===== config.mk =====
export PLATFORM = sky130hd
export DESIGN_NAME = floppy_sector_controller_flat
export DESIGN_NICKNAME = d
export VERILOG_FILES = /design/src/design/fsc_pkg.sv /design/src/design/fsc_in_if.sv /design/src/design/fsc_out_if.sv /design/src/design/fsc_buffer.sv /design/src/design/fsc_ctrl.sv /design/src/design/floppy_sector_controller.sv /design/src/flat_wrapper.sv
export SDC_FILE = /design/constraint.sdc
export NUM_CORES = 2
export LEC_CHECK = 0
export BUFFER_PORTS_ARGS = -buffer_cell sky130_fd_sc_hd__buf_4
export CAP_MARGIN = 20
export CORE_ASPECT_RATIO = 0.7
export CORE_MARGIN = 2
export CORE_UTILIZATION = 58
export CTS_BUF_LIST = sky130_fd_sc_hd__clkbuf_16
export CTS_CLUSTER_SIZE = 16
export DETAILED_ROUTE_END_ITERATION = 10
export PLACE_DENSITY = 0.85
export SLEW_MARGIN = 20
export SYNTH_ARGS = -nofsm -noshare
export SYNTH_HDL_FRONTEND = slang
export SYNTH_SLANG_ARGS = --single-unit

===== constraint.sdc =====
create_clock -name clk -period 11.7 [get_ports clk]
set_input_delay 1.17 -clock clk [delete_from_list [all_inputs] [get_ports clk]]
set_output_delay 1.17 -clock clk [all_outputs]
set_load 0.05 [all_outputs]

===== src/design/fsc_pkg.sv =====
// ----------------------------------------------------------------------------
// fsc_pkg
// Shared types and constants for the floppy sector controller.
// ----------------------------------------------------------------------------
package fsc_pkg;

  localparam int IdxW = 8;

  typedef enum logic [3:0] {
    CMD_CPU_RD   = 4'd0,
    CMD_CPU_WR   = 4'd1,
    CMD_CONTROL  = 4'd2,
    CMD_DETACH   = 4'd3,
    CMD_RESET    = 4'd4,
    CMD_NOP      = 4'd5,
    CMD_INT_ACK  = 4'd6,
    CMD_RD_DONE  = 4'd7,
    CMD_WR_DONE  = 4'd8,
    CMD_DRV_STORE = 4'd9,
    CMD_DRV_FETCH = 4'd10
  } cmd_t;

  typedef enum logic [2:0] {
    PH_IDLE      = 3'd0,
    PH_SECT_RD   = 3'd1,
    PH_BUF_RD    = 3'd2,
    PH_RD_CANCEL = 3'd3,
    PH_WR_START  = 3'd4,
    PH_WR_CANCEL = 3'd5,
    PH_BUF_WR    = 3'd6,
    PH_SECT_WR   = 3'd7
  } phase_t;

  typedef enum logic [1:0] {
    REQ_NONE  = 2'd0,
    REQ_READ  = 2'd1,
    REQ_WRITE = 2'd2
  } disk_req_t;

  localparam logic [5:0] IRQ_HW_ERR   = 6'b001000;
  localparam logic [5:0] IRQ_DISK_END = 6'b010000;
  localparam logic [5:0] IRQ_READY    = 6'b100000;

  localparam logic [4:0] SPEC_TABLE [6] = '{5'b11010, 5'b01010, 5'b10010,
                                            5'b00010, 5'b00100, 5'b00001};

  typedef struct packed {
    logic            rd_en;
    logic            wr_en;
    logic [IdxW-1:0] rd_addr;
    logic [IdxW-1:0] wr_addr;
    logic [7:0]      wr_data;
  } mem_req_t;

  typedef struct packed {
    logic            fill_start;
    logic [IdxW-1:0] fill_from;
  } fill_req_t;

  typedef struct packed {
    logic       reply;
    logic       rd;
    logic [4:0] int_spec;
    logic       irq_pending;
    logic [1:0] disk_request;
    logic [1:0] req_drive;
    logic [6:0] req_track;
    logic [4:0] req_sector;
  } result_t;

endpackage


===== src/design/fsc_in_if.sv =====
// ----------------------------------------------------------------------------
// fsc_in_if
// Event channel into the controller.
// ----------------------------------------------------------------------------
interface fsc_in_if;
  logic        valid;
  logic        ready;
  logic [3:0]  command;
  logic [15:0] data;
  logic [7:0]  drive_byte;
  logic [1:0]  ctl_kind;
  logic        transfer_ok;

  modport source (output valid, command, data, drive_byte, ctl_kind, transfer_ok,
                  input ready);
  modport sink (input valid, command, data, drive_byte, ctl_kind, transfer_ok,
                output ready);
endinterface


===== src/design/fsc_out_if.sv =====
// ----------------------------------------------------------------------------
// fsc_out_if
// Result channel out of the controller.
// ----------------------------------------------------------------------------
interface fsc_out_if;
  logic       valid;
  logic       ready;
  logic       reply;
  logic [7:0] read_byte;
  logic [4:0] int_spec;
  logic       irq_pending;
  logic [1:0] disk_request;
  logic [1:0] req_drive;
  logic [6:0] req_track;
  logic [4:0] req_sector;

  modport source (output valid, reply, read_byte, int_spec, irq_pending, disk_request,
                  req_drive, req_track, req_sector, input ready);
  modport sink (input valid, reply, read_byte, int_spec, irq_pending, disk_request,
                req_drive, req_track, req_sector, output ready);
endinterface


===== src/design/fsc_buffer.sv =====
// ----------------------------------------------------------------------------
// fsc_buffer
// Sector buffer memory with registered read and a zero-fill sweep.
// ----------------------------------------------------------------------------
module fsc_buffer
  import fsc_pkg::*;
#(
  parameter int SECTOR_BYTES = 128
) (
  input  logic      clk,
  input  logic      rst,
  input  mem_req_t  mreq,
  input  fill_req_t freq,
  output logic [7:0] rdata,
  output logic      fill_busy
);

  localparam int AW = (SECTOR_BYTES > 1) ? $clog2(SECTOR_BYTES) : 1;
  localparam logic [IdxW:0] LastIdx = (IdxW+1)'(SECTOR_BYTES - 1);

  logic [7:0]      mem [SECTOR_BYTES];
  logic [IdxW-1:0] fill_addr;

  always_ff @(posedge clk) begin
    if (rst) begin
      fill_busy <= 1'b0;
    end else if (freq.fill_start) begin
      fill_busy <= 1'b1;
    end else if (fill_busy && ({1'b0, fill_addr} == LastIdx)) begin
      fill_busy <= 1'b0;
    end
  end

  always_ff @(posedge clk) begin
    if (freq.fill_start) begin
      fill_addr <= freq.fill_from;
    end else if (fill_busy) begin
      fill_addr <= fill_addr + 1'b1;
    end
  end

  always_ff @(posedge clk) begin
    if (fill_busy) begin
      mem[fill_addr[AW-1:0]] <= 8'h00;
    end else if (mreq.wr_en) begin
      mem[mreq.wr_addr[AW-1:0]] <= mreq.wr_data;
    end
    if (mreq.rd_en) begin
      rdata <= mem[mreq.rd_addr[AW-1:0]];
    end
  end

endmodule


===== src/design/fsc_ctrl.sv =====
// ----------------------------------------------------------------------------
// fsc_ctrl
// Phase machine, address and interrupt registers; one event per cycle while items are accepted.
// ----------------------------------------------------------------------------
module fsc_ctrl
  import fsc_pkg::*;
#(
  parameter int SECTORS_PER_TRACK = 26,
  parameter int LAST_TRACK        = 76,
  parameter int SECTOR_BYTES      = 128
) (
  input  logic        clk,
  input  logic        rst,
  input  logic        acc,
  input  logic [3:0]  command,
  input  logic [15:0] data,
  input  logic [7:0]  drive_byte,
  input  logic [1:0]  ctl_kind,
  input  logic        transfer_ok,
  output mem_req_t    mreq,
  output fill_req_t   freq,
  output result_t     res
);

  localparam logic [4:0]  Spt    = 5'(SECTORS_PER_TRACK);
  localparam logic [6:0]  LastT  = 7'(LAST_TRACK);
  localparam logic [IdxW:0]  SbIdx  = (IdxW+1)'(SECTOR_BYTES);
  localparam logic [15:0] SbData = 16'(SECTOR_BYTES);

  phase_t          phase, phase_next;
  logic [1:0]      drive_sel, drive_sel_next;
  logic            side_sel, side_sel_next;
  logic [6:0]      track_no, track_no_next;
  logic [4:0]      sector_no, sector_no_next;
  logic [1:0]      op_kind, op_kind_next;
  logic            pbw, pbw_next;
  logic            pdi, pdi_next;
  logic [5:0]      irq_flags, irq_flags_next;
  logic [IdxW-1:0] bidx, bidx_next;
  logic            busy, busy_next;
  logic            stale, stale_next;

  function automatic logic [11:0] advance(input logic [6:0] t, input logic [4:0] s);
    logic [5:0] s1;
    logic [7:0] t1;
    logic [6:0] t_o;
    s1 = {1'b0, s} + 6'd1;
    t_o = t;
    if (s1 > {1'b0, Spt}) begin
      s1 = 6'd1;
      t1 = {1'b0, t} + 8'd1;
      if (t1 > {1'b0, LastT}) t1 = 8'd1;
      t_o = t1[6:0];
    end
    return {t_o, s1[4:0]};
  endfunction

  function automatic logic [5:0] disk_end(input logic [6:0] t, input logic [4:0] s);
    return (s == Spt && t == LastT) ? IRQ_DISK_END : 6'd0;
  endfunction

  // Next state: command first, then the follow-up work on the result.
  always_comb begin
    logic [IdxW:0] inc;
    logic          found;
    logic [5:0]    v;
    phase_next     = phase;
    drive_sel_next = drive_sel;
    side_sel_next  = side_sel;
    track_no_next  = track_no;
    sector_no_next = sector_no;
    op_kind_next   = op_kind;
    pbw_next       = pbw;
    pdi_next       = pdi;
    irq_flags_next = irq_flags;
    bidx_next      = bidx;
    busy_next      = busy;
    stale_next     = stale;
    mreq           = '0;
    freq           = '0;
    res            = '0;
    inc            = {1'b0, bidx} + 1'b1;
    found          = 1'b0;
    v              = 6'd0;

    unique case (command)
      CMD_CPU_RD: begin
        if (phase == PH_IDLE) begin
          phase_next = PH_SECT_RD;
          res.reply  = 1'b1;
        end else if (phase == PH_BUF_RD) begin
          mreq.rd_en   = 1'b1;
          mreq.rd_addr = bidx;
          res.rd       = 1'b1;
          bidx_next    = inc[IdxW-1:0];
          if (inc >= SbIdx) begin
            bidx_next = '0;
            {track_no_next, sector_no_next} = advance(track_no, sector_no);
            phase_next = PH_IDLE;
          end
          irq_flags_next = '0;
        end else begin
          res.reply = 1'b1;
        end
      end
      CMD_CPU_WR: begin
        if (phase == PH_IDLE) begin
          phase_next = PH_WR_START;
          res.reply  = 1'b1;
        end else if (phase == PH_BUF_WR) begin
          mreq.wr_en   = 1'b1;
          mreq.wr_addr = bidx;
          mreq.wr_data = data[7:0];
          bidx_next    = inc[IdxW-1:0];
          if (inc >= SbIdx) begin
            bidx_next  = '0;
            phase_next = PH_SECT_WR;
          end
        end else begin
          if (phase == PH_SECT_WR) pbw_next = 1'b1;
          res.reply = 1'b1;
        end
      end
      CMD_CONTROL: begin
        if (phase == PH_IDLE) begin
          op_kind_next   = ctl_kind;
          drive_sel_next = {data[15], data[13]};
          side_sel_next  = data[12];
          track_no_next  = data[11:5];
          sector_no_next = data[4:0];
        end else begin
          res.reply = 1'b1;
        end
      end
      CMD_DETACH: begin
        if (phase == PH_IDLE) begin
          irq_flags_next = '0;
        end else begin
          if (phase == PH_BUF_RD) phase_next = PH_RD_CANCEL;
          else if (phase == PH_BUF_WR) phase_next = PH_WR_CANCEL;
          else if (phase == PH_SECT_WR) pdi_next = 1'b1;
          res.reply = 1'b1;
        end
      end
      CMD_RESET: begin
        found = 1'b1;
      end
      CMD_INT_ACK: begin
        for (int b = 0; b < 6; b++) begin
          if (irq_flags[b] && !res.int_spec[0] && res.int_spec == 5'd0) begin
            res.int_spec      = SPEC_TABLE[b];
            irq_flags_next[b] = 1'b0;
            if (b < 4) found = 1'b1;
          end
        end
      end
      CMD_RD_DONE, CMD_WR_DONE: begin
        if (busy) begin
          if (stale) begin
            busy_next  = 1'b0;
            stale_next = 1'b0;
          end else if (command == CMD_RD_DONE && phase == PH_SECT_RD) begin
            busy_next = 1'b0;
            if (!transfer_ok) begin
              v          = disk_end(track_no, sector_no) | IRQ_HW_ERR;
              phase_next = PH_IDLE;
            end else begin
              v          = disk_end(track_no, sector_no) | IRQ_READY;
              phase_next = PH_BUF_RD;
              bidx_next  = '0;
            end
            irq_flags_next = v;
            pdi_next       = 1'b0;
          end else if (command == CMD_WR_DONE && phase == PH_SECT_WR) begin
            busy_next = 1'b0;
            {track_no_next, sector_no_next} = advance(track_no, sector_no);
            phase_next = pbw ? PH_WR_START : PH_IDLE;
            pbw_next   = 1'b0;
            if (pdi) begin
              irq_flags_next = IRQ_READY;
              pdi_next       = 1'b0;
            end
          end
        end
      end
      CMD_DRV_STORE: begin
        if (data < SbData) begin
          mreq.wr_en   = 1'b1;
          mreq.wr_addr = data[IdxW-1:0];
          mreq.wr_data = drive_byte;
        end
      end
      CMD_DRV_FETCH: begin
        if (data < SbData) begin
          mreq.rd_en   = 1'b1;
          mreq.rd_addr = data[IdxW-1:0];
          res.rd       = 1'b1;
        end
      end
      default: begin
      end
    endcase

    // Controller reset: from the reset command or an error acknowledge.
    if (found) begin
      drive_sel_next = '0;
      side_sel_next  = 1'b0;
      track_no_next  = 7'd1;
      sector_no_next = 5'd1;
      phase_next     = PH_IDLE;
      pbw_next       = 1'b0;
      pdi_next       = 1'b0;
      irq_flags_next = '0;
      bidx_next      = '0;
      if (busy) stale_next = 1'b1;
    end

    // Follow-up work when no drive transfer is in flight.
    if (!busy_next) begin
      unique case (phase_next)
        PH_SECT_RD: begin
          busy_next        = 1'b1;
          stale_next       = 1'b0;
          res.disk_request = REQ_READ;
        end
        PH_RD_CANCEL: begin
          phase_next     = PH_IDLE;
          bidx_next      = '0;
          {track_no_next, sector_no_next} = advance(track_no_next, sector_no_next);
          irq_flags_next = IRQ_READY;
          pdi_next       = 1'b0;
        end
        PH_WR_START: begin
          irq_flags_next = disk_end(track_no_next, sector_no_next) | IRQ_READY;
          pdi_next       = 1'b0;
          phase_next     = PH_BUF_WR;
          bidx_next      = '0;
        end
        PH_WR_CANCEL: begin
          freq.fill_start  = 1'b1;
          freq.fill_from   = bidx_next;
          bidx_next        = '0;
          pdi_next         = 1'b1;
          phase_next       = PH_SECT_WR;
          busy_next        = 1'b1;
          stale_next       = 1'b0;
          res.disk_request = REQ_WRITE;
        end
        PH_SECT_WR: begin
          busy_next        = 1'b1;
          stale_next       = 1'b0;
          res.disk_request = REQ_WRITE;
        end
        default: begin
        end
      endcase
    end

    if (res.disk_request != REQ_NONE) begin
      res.req_drive  = drive_sel_next;
      res.req_track  = track_no_next;
      res.req_sector = sector_no_next;
    end
    res.irq_pending = |irq_flags_next;

    if (!acc) begin
      mreq = '0;
      freq = '0;
    end
  end

  always_ff @(posedge clk) begin
    if (rst) begin
      phase     <= PH_IDLE;
      drive_sel <= '0;
      side_sel  <= 1'b0;
      track_no  <= 7'd1;
      sector_no <= 5'd1;
      op_kind   <= '0;
      pbw       <= 1'b0;
      pdi       <= 1'b0;
      irq_flags <= '0;
      bidx      <= '0;
      busy      <= 1'b0;
      stale     <= 1'b0;
    end else if (acc) begin
      phase     <= phase_next;
      drive_sel <= drive_sel_next;
      side_sel  <= side_sel_next;
      track_no  <= track_no_next;
      sector_no <= sector_no_next;
      op_kind   <= op_kind_next;
      pbw       <= pbw_next;
      pdi       <= pdi_next;
      irq_flags <= irq_flags_next;
      bidx      <= bidx_next;
      busy      <= busy_next;
      stale     <= stale_next;
    end
  end

endmodule


===== src/design/floppy_sector_controller.sv =====
// ----------------------------------------------------------------------------
// floppy_sector_controller
// Sector controller between a CPU channel and a floppy drive.
// ----------------------------------------------------------------------------
// Usage:
//   req carries one event per item (CPU read/write/control/detach/reset/
//   no-op/interrupt acknowledge, drive completions, drive buffer store and
//   fetch). rsp returns exactly one result item per event, in order.
//   A result passes the read stage (buffer memory read) and then the output
//   register before it is valid on rsp.
//   Throughput: one item per cycle while req.ready is high; the control
//   registers update in the accept cycle, so the next item sees them at once.
//   A detach during a buffer write zero-fills the rest of the sector buffer
//   through the single write port, one byte a cycle, and req.ready stays low
//   until the sweep is done.
//   Reset (rst, synchronous): phase idle, address drive 0 track 1 sector 1,
//   interrupts clear. Buffer contents are undefined until written.
//   When rsp stalls, one result waits in the output register and one in the
//   read stage; apart from a zero-fill, req.ready drops only when both are full.
// ----------------------------------------------------------------------------
module floppy_sector_controller
  import fsc_pkg::*;
#(
  parameter int SECTORS_PER_TRACK = 26,
  parameter int LAST_TRACK        = 76,
  parameter int SECTOR_BYTES      = 128
) (
  input logic      clk,
  input logic      rst,
  fsc_in_if.sink   req,
  fsc_out_if.source rsp
);

  mem_req_t   mreq;
  fill_req_t  freq;
  result_t    res;
  logic [7:0] rdata;
  logic       fill_busy;
  logic       acc;

  // Read stage: result waiting for its buffer byte.
  logic    p_valid;
  result_t p_res;
  // Output register.
  logic    o_valid;
  result_t o_res;
  logic [7:0] o_byte;
  logic    p_move;

  assign p_move    = p_valid && (!o_valid || rsp.ready);
  assign req.ready = !fill_busy && (!p_valid || !o_valid || rsp.ready);
  assign acc       = req.valid && req.ready;

  fsc_ctrl #(
    .SECTORS_PER_TRACK (SECTORS_PER_TRACK),
    .LAST_TRACK        (LAST_TRACK),
    .SECTOR_BYTES      (SECTOR_BYTES)
  ) u_ctrl (
    .clk         (clk),
    .rst         (rst),
    .acc         (acc),
    .command     (req.command),
    .data        (req.data),
    .drive_byte  (req.drive_byte),
    .ctl_kind    (req.ctl_kind),
    .transfer_ok (req.transfer_ok),
    .mreq        (mreq),
    .freq        (freq),
    .res         (res)
  );

  fsc_buffer #(
    .SECTOR_BYTES (SECTOR_BYTES)
  ) u_buffer (
    .clk       (clk),
    .rst       (rst),
    .mreq      (mreq),
    .freq      (freq),
    .rdata     (rdata),
    .fill_busy (fill_busy)
  );

  // Advance the read stage; hold it while the output register is full and rsp is stalled.
  always_ff @(posedge clk) begin
    if (rst) begin
      p_valid <= 1'b0;
    end else if (acc) begin
      p_valid <= 1'b1;
    end else if (p_move) begin
      p_valid <= 1'b0;
    end
  end

  always_ff @(posedge clk) begin
    if (acc) begin
      p_res <= res;
    end
  end

  // Output register: drop on take, load from the read stage.
  always_ff @(posedge clk) begin
    if (rst) begin
      o_valid <= 1'b0;
    end else if (p_move) begin
      o_valid <= 1'b1;
    end else if (rsp.ready) begin
      o_valid <= 1'b0;
    end
  end

  always_ff @(posedge clk) begin
    if (p_move) begin
      o_res  <= p_res;
      o_byte <= p_res.rd ? rdata : 8'h00;
    end
  end

  assign rsp.valid        = o_valid;
  assign rsp.reply        = o_res.reply;
  assign rsp.read_byte    = o_byte;
  assign rsp.int_spec     = o_res.int_spec;
  assign rsp.irq_pending  = o_res.irq_pending;
  assign rsp.disk_request = o_res.disk_request;
  assign rsp.req_drive    = o_res.req_drive;
  assign rsp.req_track    = o_res.req_track;
  assign rsp.req_sector   = o_res.req_sector;

endmodule


===== src/flat_wrapper.sv =====
// flat-port wrapper written by rule: the top's interface ports become plain ports
module floppy_sector_controller_flat import fsc_pkg::*;
#(
  parameter int SECTORS_PER_TRACK = 26,
  parameter int LAST_TRACK        = 76,
  parameter int SECTOR_BYTES      = 128
)
  (clk, rst, req_valid, req_command, req_data, req_drive_byte, req_ctl_kind, req_transfer_ok, req_ready, rsp_valid, rsp_reply, rsp_read_byte, rsp_int_spec, rsp_irq_pending, rsp_disk_request, rsp_req_drive, rsp_req_track, rsp_req_sector, rsp_ready);
  fsc_in_if req_i ();
  fsc_out_if rsp_i ();
  input logic clk;
  input logic rst;
  input wire logic [$bits(req_i.valid)-1:0] req_valid;
  input wire logic [$bits(req_i.command)-1:0] req_command;
  input wire logic [$bits(req_i.data)-1:0] req_data;
  input wire logic [$bits(req_i.drive_byte)-1:0] req_drive_byte;
  input wire logic [$bits(req_i.ctl_kind)-1:0] req_ctl_kind;
  input wire logic [$bits(req_i.transfer_ok)-1:0] req_transfer_ok;
  output wire logic [$bits(req_i.ready)-1:0] req_ready;
  output wire logic [$bits(rsp_i.valid)-1:0] rsp_valid;
  output wire logic [$bits(rsp_i.reply)-1:0] rsp_reply;
  output wire logic [$bits(rsp_i.read_byte)-1:0] rsp_read_byte;
  output wire logic [$bits(rsp_i.int_spec)-1:0] rsp_int_spec;
  output wire logic [$bits(rsp_i.irq_pending)-1:0] rsp_irq_pending;
  output wire logic [$bits(rsp_i.disk_request)-1:0] rsp_disk_request;
  output wire logic [$bits(rsp_i.req_drive)-1:0] rsp_req_drive;
  output wire logic [$bits(rsp_i.req_track)-1:0] rsp_req_track;
  output wire logic [$bits(rsp_i.req_sector)-1:0] rsp_req_sector;
  input wire logic [$bits(rsp_i.ready)-1:0] rsp_ready;
  assign req_i.valid = req_valid;
  assign req_i.command = req_command;
  assign req_i.data = req_data;
  assign req_i.drive_byte = req_drive_byte;
  assign req_i.ctl_kind = req_ctl_kind;
  assign req_i.transfer_ok = req_transfer_ok;
  assign req_ready = req_i.ready;
  assign rsp_valid = rsp_i.valid;
  assign rsp_reply = rsp_i.reply;
  assign rsp_read_byte = rsp_i.read_byte;
  assign rsp_int_spec = rsp_i.int_spec;
  assign rsp_irq_pending = rsp_i.irq_pending;
  assign rsp_disk_request = rsp_i.disk_request;
  assign rsp_req_drive = rsp_i.req_drive;
  assign rsp_req_track = rsp_i.req_track;
  assign rsp_req_sector = rsp_i.req_sector;
  assign rsp_i.ready = rsp_ready;
  floppy_sector_controller #(.SECTORS_PER_TRACK(SECTORS_PER_TRACK), .LAST_TRACK(LAST_TRACK), .SECTOR_BYTES(SECTOR_BYTES)) u_core (.clk(clk), .rst(rst), .req(req_i), .rsp(rsp_i));
endmodule

Yosys cells after proc, flatten, opt, wreduce, memory -nomap -nowiden

Memories as Yosys holds them, arrays and structs flattened. A register that Yosys moved wholly into a read port is not among the register bits.
Index checks and enable logic that the tools add are counted.

Output and inout port bits: 33
Memories: 1
Memory bits (writable): 1024
Word-level logic and storage cells: 305
Bits in registers: 101
Input bits: 35

Add/subtract/negate cells: 6
Eq/ne operators: 30
Bitwise operators: 1
Reductions and logical operators: 52
Mux-type cells: 178
Order comparisons: 6

Memories:

| memory              | depth | bits a word | read ports | clocked after memory_dff | write ports | line             | source |
|---|---|---|---|---|---|---|---|
| u_core.u_buffer.mem | 128   | 8           | 1          | 1                        | 1           | fsc_buffer.sv:21 | `logic [7:0] mem [SECTOR_BYTES];` |

Operators with widths:

| operator                                                     | number |
|---|---|
| two-way mux 8 bit                                            | 18 |
| two-way mux 5 bit                                            | 25 |
| two-way mux 7 bit                                            | 16 |
| two-way mux 6 bit                                            | 11 |
| two-way mux 1 bit                                            | 63 |
| two-way mux 16 bit                                           | 3 |
| two-way mux 3 bit                                            | 16 |
| one-hot mux 16 bit (2 select lines)                          | 1 |
| two-way mux 9 bit                                            | 3 |
| two-way mux 26 bit                                           | 1 |
| logical NOT 5 bit                                            | 5 |
| one-hot mux 6 bit (4 select lines)                           | 1 |
| one-hot mux 8 bit (3 select lines)                           | 1 |
| inequality test 3 bit (second input constant)                | 7 |
| one-hot mux 7 bit (3 select lines)                           | 1 |
| logical AND 1 bit                                            | 18 |
| adder 7 x 1 -> 8 bit (second input constant)                 | 2 |
| > comparator 8 x 7 -> 1 bit (second input constant)          | 2 |
| less-than comparator 16 x 8 -> 1 bit (second input constant) | 1 |
| one-hot mux 8 bit (2 select lines)                           | 1 |
| == test 3 bit (second input constant)                        | 5 |
| one-hot mux 5 bit (3 select lines)                           | 1 |
| == test 7 bit (second input constant)                        | 2 |
| adder 5 x 1 -> 6 bit (second input constant)                 | 2 |
| 31 further kinds                                             | 67 |

Depth between registers and ports, before layout

Depth in word-level cells: 31
Depth in mapped cells: 19
Gate-level depth less buffers: 18

By module

A second synthesis with hierarchy kept.

Cells, all modules: 2487
Area, all modules: 47072.6 um^2

By module, submodules not included:

| module                   | instances | sequential area each (um^2) | area each (um^2) | cells an instance |
|---|---|---|---|---|
| fsc_buffer               | 1         | 31250.0                     | 40428.8          | 1711 |
| fsc_ctrl                 | 1         | 700.7                       | 4839.6           | 703 |
| floppy_sector_controller | 1         | 1691.6                      | 1804.2           | 73 |

Worst setup path after synthesis

No wires, ideal clock.

Path type: in2reg
Start: input rsp_ready
End: memory u_core.u_buffer.mem[0][0] (data pin)
Slack: 4154 ps
Data arrival time: 6749 ps
Setup time: 797 ps
Data required time: 10903 ps
Buffers on the path: 7
Stages: 11
Path through: nor2b_1 -> a21oi_1 -> nand2_1 -> clkbuf_1 -> clkbuf_1 -> clkbuf_1 -> clkbuf_1 -> clkbuf_1 -> buf_1 -> buf_1 -> nor2_1

Cells in the longest elaborated chain, start to end: 9

RTL lines:

| what                                    | line                           | source |
|---|---|---|
| from (decl)                             | flat_wrapper.sv:29             | `input wire logic [$bits(rsp_i.ready)-1:0] rsp_ready;` |
| logical OR 1 bit *                      | floppy_sector_controller.sv:51 | `assign req.ready = !fill_busy && (!p_valid \|\| !o_valid \|\| rsp.ready);` |
| logical AND 1 bit *                     | floppy_sector_controller.sv:51 |  |
| named net req_ready                     | flat_wrapper.sv:19             | `output wire logic [$bits(req_i.ready)-1:0] req_ready;` |
| logical AND 1 bit *                     | floppy_sector_controller.sv:52 | `assign acc = req.valid && req.ready;` |
| two-way mux 26 bit *                    | fsc_ctrl.sv:266                | `if (!acc) begin` |
| two-way mux 1 bit                       | fsc_buffer.sv:45               | `end else if (mreq.wr_en) begin` |
| two-way mux 1 bit                       | fsc_buffer.sv:43               | `if (fill_busy) begin` |
| two-way mux 1 bit (not written as such) | fsc_buffer.sv:46               | `mem[mreq.wr_addr[AW-1:0]] <= mreq.wr_data;` |
| OR reduction 8 bit (no line)            | --                             |  |
| two-way mux 8 bit (no line) *           | --                             |  |
| to (decl)                               | fsc_buffer.sv:21               |  |

The timed path passes the listed nets; every way through them passes the cells marked *.

Worst setup path in the final report

Start: input req_command[2]
End: register u_core.u_buffer.rdata[5], read port of u_core.u_buffer.mem (data pin)

Cells in the longest elaborated chain, start to end: 3
Elaborated cells between the ends (all ways): 5
Classes of those cells: eq/ne (1); mux (3); reduce/logical (1)

RTL lines:

| what                                                                                            | line               | source |
|---|---|---|
| from (decl)                                                                                     | flat_wrapper.sv:14 | `input wire logic [$bits(req_i.command)-1:0] req_command;` |
| == test 4 bit / logical NOT 4 bit (equally long branches)                                       | fsc_ctrl.sv:86     | `unique case (command)` |
| one-hot mux 8 bit (2 select lines) / one-hot mux 1 bit (2 select lines) (equally long branches) | fsc_ctrl.sv:86     |  |
| two-way mux 26 bit *                                                                            | fsc_ctrl.sv:266    |  |
| to (decl)                                                                                       | fsc_buffer.sv:14   | `output logic [7:0] rdata,` |

Mark *: on every way between the ends. The rest lies on a longest branch, timed or not.
A chain may end at the register's enable or synchronous reset.

==> results.py <==
metrics = {
    "job": {
        "drv_cap": 0,
    },
    "cells_and_area": {
        "drive_gt1_share_pct": 8.069,
        "fin_util_pct": 64.17,
        "stdcell_count": 5048,
        "final_nets": 3926,
        "synthToLayoutAreaGrowth_pct": 9.575,
    },
    "cts": {
        "cts-hold-fix-buffers": 0,
        "cts_buffer_depth": 3,
        "cts_tree": "yes",
        "clockRootBuffer": "clkbuf_16",
        "numCtsBuffers": 102,
        "clkTransAtPathRegs_ps": 60,
        "post_cts_buffers": 0,
        "clk_latency_ps": 700,
        "h-tree-depth": 3,
        "cts_resized": 0,
        "cts.sink_count": 1133,
    },
    "routing": {
        "via_per_inst": 6.897,
        "wire_per_inst_um": 26.21,
        "first_pass_iters": 7,
        "drc": 0,
        "vias": 34820,
        "initialDrtViolationCount": 6493,
        "ant_nets": 0,
        "wl_mm": 132.3,
    },
    "power": {
        "p_comb_share_pct": 2.2,
        "p_sw_mw": 1.642,
        "seq_power_share_pct": 55.7,
        "p_leak_nw": 15.61,
        "power_density_mw_per_mm2": 149.6,
        "clockPowerShare_pct": 42.1,
        "swShare_pct": 20.75,
        "vdd_ir_drop_max_mv": 0.1571,
        "internal_power_mw": 6.272,
    },
    "die": {
        "die-area_sq_mm": 0.08563,
        "die_h_um": 245.4,
        "io_pins": 68,
        "die_x_um": 348.9,
        "rows": 88,
        "start_util_pct": 58.56,
        "coreArea_sq_mm": 0.08247,
    },
    "placement": {
        "numPortBuffers": 65,
        "dp_cells": 4851,
        "gp_congestion": 0.9519,
        "place_hpwl_mm": 76.18,
    },
    "global_route": {
        "grt_overflow": 0,
        "met1_usage_pct": 43.49,
        "grt-busiest-layer": "met2",
        "grt_max_degree": 215,
        "grt_util_met2_pct": 43.64,
        "track_usage_pct": 30.43,
        "grtUsageMet3_pct": 10.07,
        "grt_pass1_wl_mm": 197.3,
        "antenna_found_initial": 2,
        "grt_pass1_vias": 32600,
    },
    "yosys": {
        "synthSimpleGateAreaFrac_pct": 17.26,
        "yosys-top-cells-area": "edfxtp_1 68%, nand2_1 4.7%, nand3_1 3.9%",
        "yosysWarningCount": 0,
        "syn_area_sq_mm": 0.04830,
        "synth_cells": 3953,
        "ys_seq_area_share_pct": 69.66,
        "synth_edf_count": 1095,
        "synth_compound_area_share_pct": 9.917,
        "yosys-top-cells-count": "1095 x edfxtp_1, 603 x nand2_1, 398 x nor2_1, 375 x nand3_1, 248 x clkbuf_1",
        "synth_xor_area_share_pct": 0.1451,
        "yosysTopAreaCellShare_pct": 68.08,
        "ys_ff_latch": 1133,
        "synth_flop_cell": "edfxtp_1",
        "syn-num-nets": 4002,
        "synth_top_cell_by_area": "edfxtp_1",
        "synth.most_common_cell": "edfxtp_1",
        "yosys-mux-area-fraction_pct": 0.1269,
        "yosys.area_share.adder_pct": 0.3627,
        "syn_area_per_cell_sq_um": 12.22,
        "synth_cell_type_count": 84,
        "postSynth.asyncResetShare_pct": 0,
        "synth_top_family_by_area": "simple AND/OR/NAND/NOR gates",
    },
    "worst_hold_path": {
        "hold_path.class": "reg -> reg",
        "hold_depth": 0,
        "hold_start": "u_core.p_res[9]",
        "holdPathEnd": "u_core.rsp.req_track[4]",
    },
    "timing": {
        "hold_violations": 0,
        "fin_crit_sh_pct": 53.42,
        "fin_crit_ps": 6250,
        "rsz0062_at_grt": "no",
        "setup_tns_ps": 0,
        "worst_slew_pin_slew_ps": 1222,
        "maxSlewHeadroom_pct": 18.56,
        "setup_violations": 0,
        "max_freq_mhz": 160.0,
        "slew_viol_final": 0,
        "fin_skew_ps": 30.41,
    },
    "status": {
        "status": "finished, final reports clean",
    },
    "critical_path": {
        "r2r_cells": 14,
        "critical_path_class": "in -> reg",
        "r2r-start": "u_core.rsp.valid",
        "reg2reg_slack_ps": 5790,
        "arrival_ps": 6760,
        "start_kind": "input port",
        "cp_data_required_time_ps": 12210,
        "endpoint_kind": "flip-flop",
        "r2r_end": "u_core.u_buffer.rdata[7]",
        "crit_fanout": 79,
    },
}
-- state kept, by name, indices dropped and copies added, names as in the netlist, 7 cells and up --
| register | flops |
|---|---|
| u_core.rsp.read_byte | 8 |
| u_core.u_ctrl.bidx | 8 |
| u_core.p_res | 24 |
| u_core.rsp.req_track | 7 |
| u_core.u_buffer.rdata | 8 |
| u_core.u_ctrl.track_no | 7 |
| u_core.u_buffer.fill_addr | 8 |
| u_core.u_buffer.mem | 1024 |
-- how the worst max path moves through the flow --
stage,from,endpoint,slack (ps),cells after the start
finish,req_command[2],u_core.u_buffer.rdata[5],5450,14
global route,req_command[2],u_core.u_buffer.rdata[5],5230,14
CTS,req_command[2],u_core.u_buffer.rdata[3],5750,14
detailed placement,rsp_ready,u_core.u_buffer.rdata[7],5100,15
global placement,req_command[2],u_core.u_buffer.rdata[5],5180,14
floorplan,rsp_ready,u_core.u_buffer.mem[0][0],4150,11
-- per-stage QoR --
stage	setup WS (ps)	hold slack, ps	power [mW]	instance area (sq um)
6_report	5450	414.4	7.915	52920
3_3_place_gp	5179	400.7	4.659	49580
5_1_grt	5226	427.8	8.075	52920
2_1_floorplan	4154	400.3	4.604	48300
3_5_place_dp	5103	404.5	4.663	49580
4_1_cts	5745	412.1	7.902	52880
-- cell families (layout without fill, tap and decap cells) --
logic type / Yosys count / after routing
and+or+nand+nor: 1839 / 1839
DFF: 1133 / 1133
AOI/OAI and AO/OA: 635 / 635
buffers and inverters: 318 / 331
adders and majority gates: 14 / 14
xor gates and xnor gates: 8 / 8
muxes: 6 / 6
other: 0 / 2
-- cell type report --
type / count / area (sq um)
Tap cell: 1080 / 1351
Fill cell: 5555 / 29550
Timing Repair Buffer: 118 / 959.7
Sequential cell: 1133 / 33640
Multi-Input combinational cell: 2502 / 13590
Clock inverter: 90 / 718.2
Clock buffer: 103 / 2577
Inverter: 20 / 75.07
Antenna cell: 2 / 5.005
-- worst max-delay path: stages --
cell and delay, ps:
buf_4 170, nand2b_1 220, or3_1 400, nor4_4 640, a22o_4 710, buf_4 540, buf_4 750, nor2_1 70
o311ai_0 920, a21oi_1 440, a31oi_1 270, a22o_1 160, o21ai_0 80, o31ai_1 120
-- power by group through the flow --
stage | clock network, mW | logic [mW] | registers (mW)
6_report | 3.33 | 0.171 | 4.41
3_3_place_gp | 0 | 0.162 | 4.50
3_5_place_dp | 0 | 0.165 | 4.50
2_1_floorplan | 0 | 0.0979 | 4.51
5_1_grt | 3.48 | 0.181 | 4.41
4_1_cts | 3.33 | 0.165 | 4.41
-- cells in the final DEF, fill, tap and decap left out, types with 49 or more instances in the layout --
cell	instances
buf_4	112
o311ai_0	122
edfxtp_1	1095
a311oi_1	50
or3_1	112
clkbuf_16	103
o211ai_1	111
nand3_1	375
a21oi_1	79
a31oi_1	49
nand2_1	599
nor3_1	224
nor2_1	388
-- routing by layer --
metal / wire length (um) / share of wire [%]
met4: 4358 / 3.3
met1: 49920 / 38
met5: 161 / 0.12
met2: 57400 / 43
met3: 20460 / 15
No activity file was read; power rests on OpenSTA's default activity.
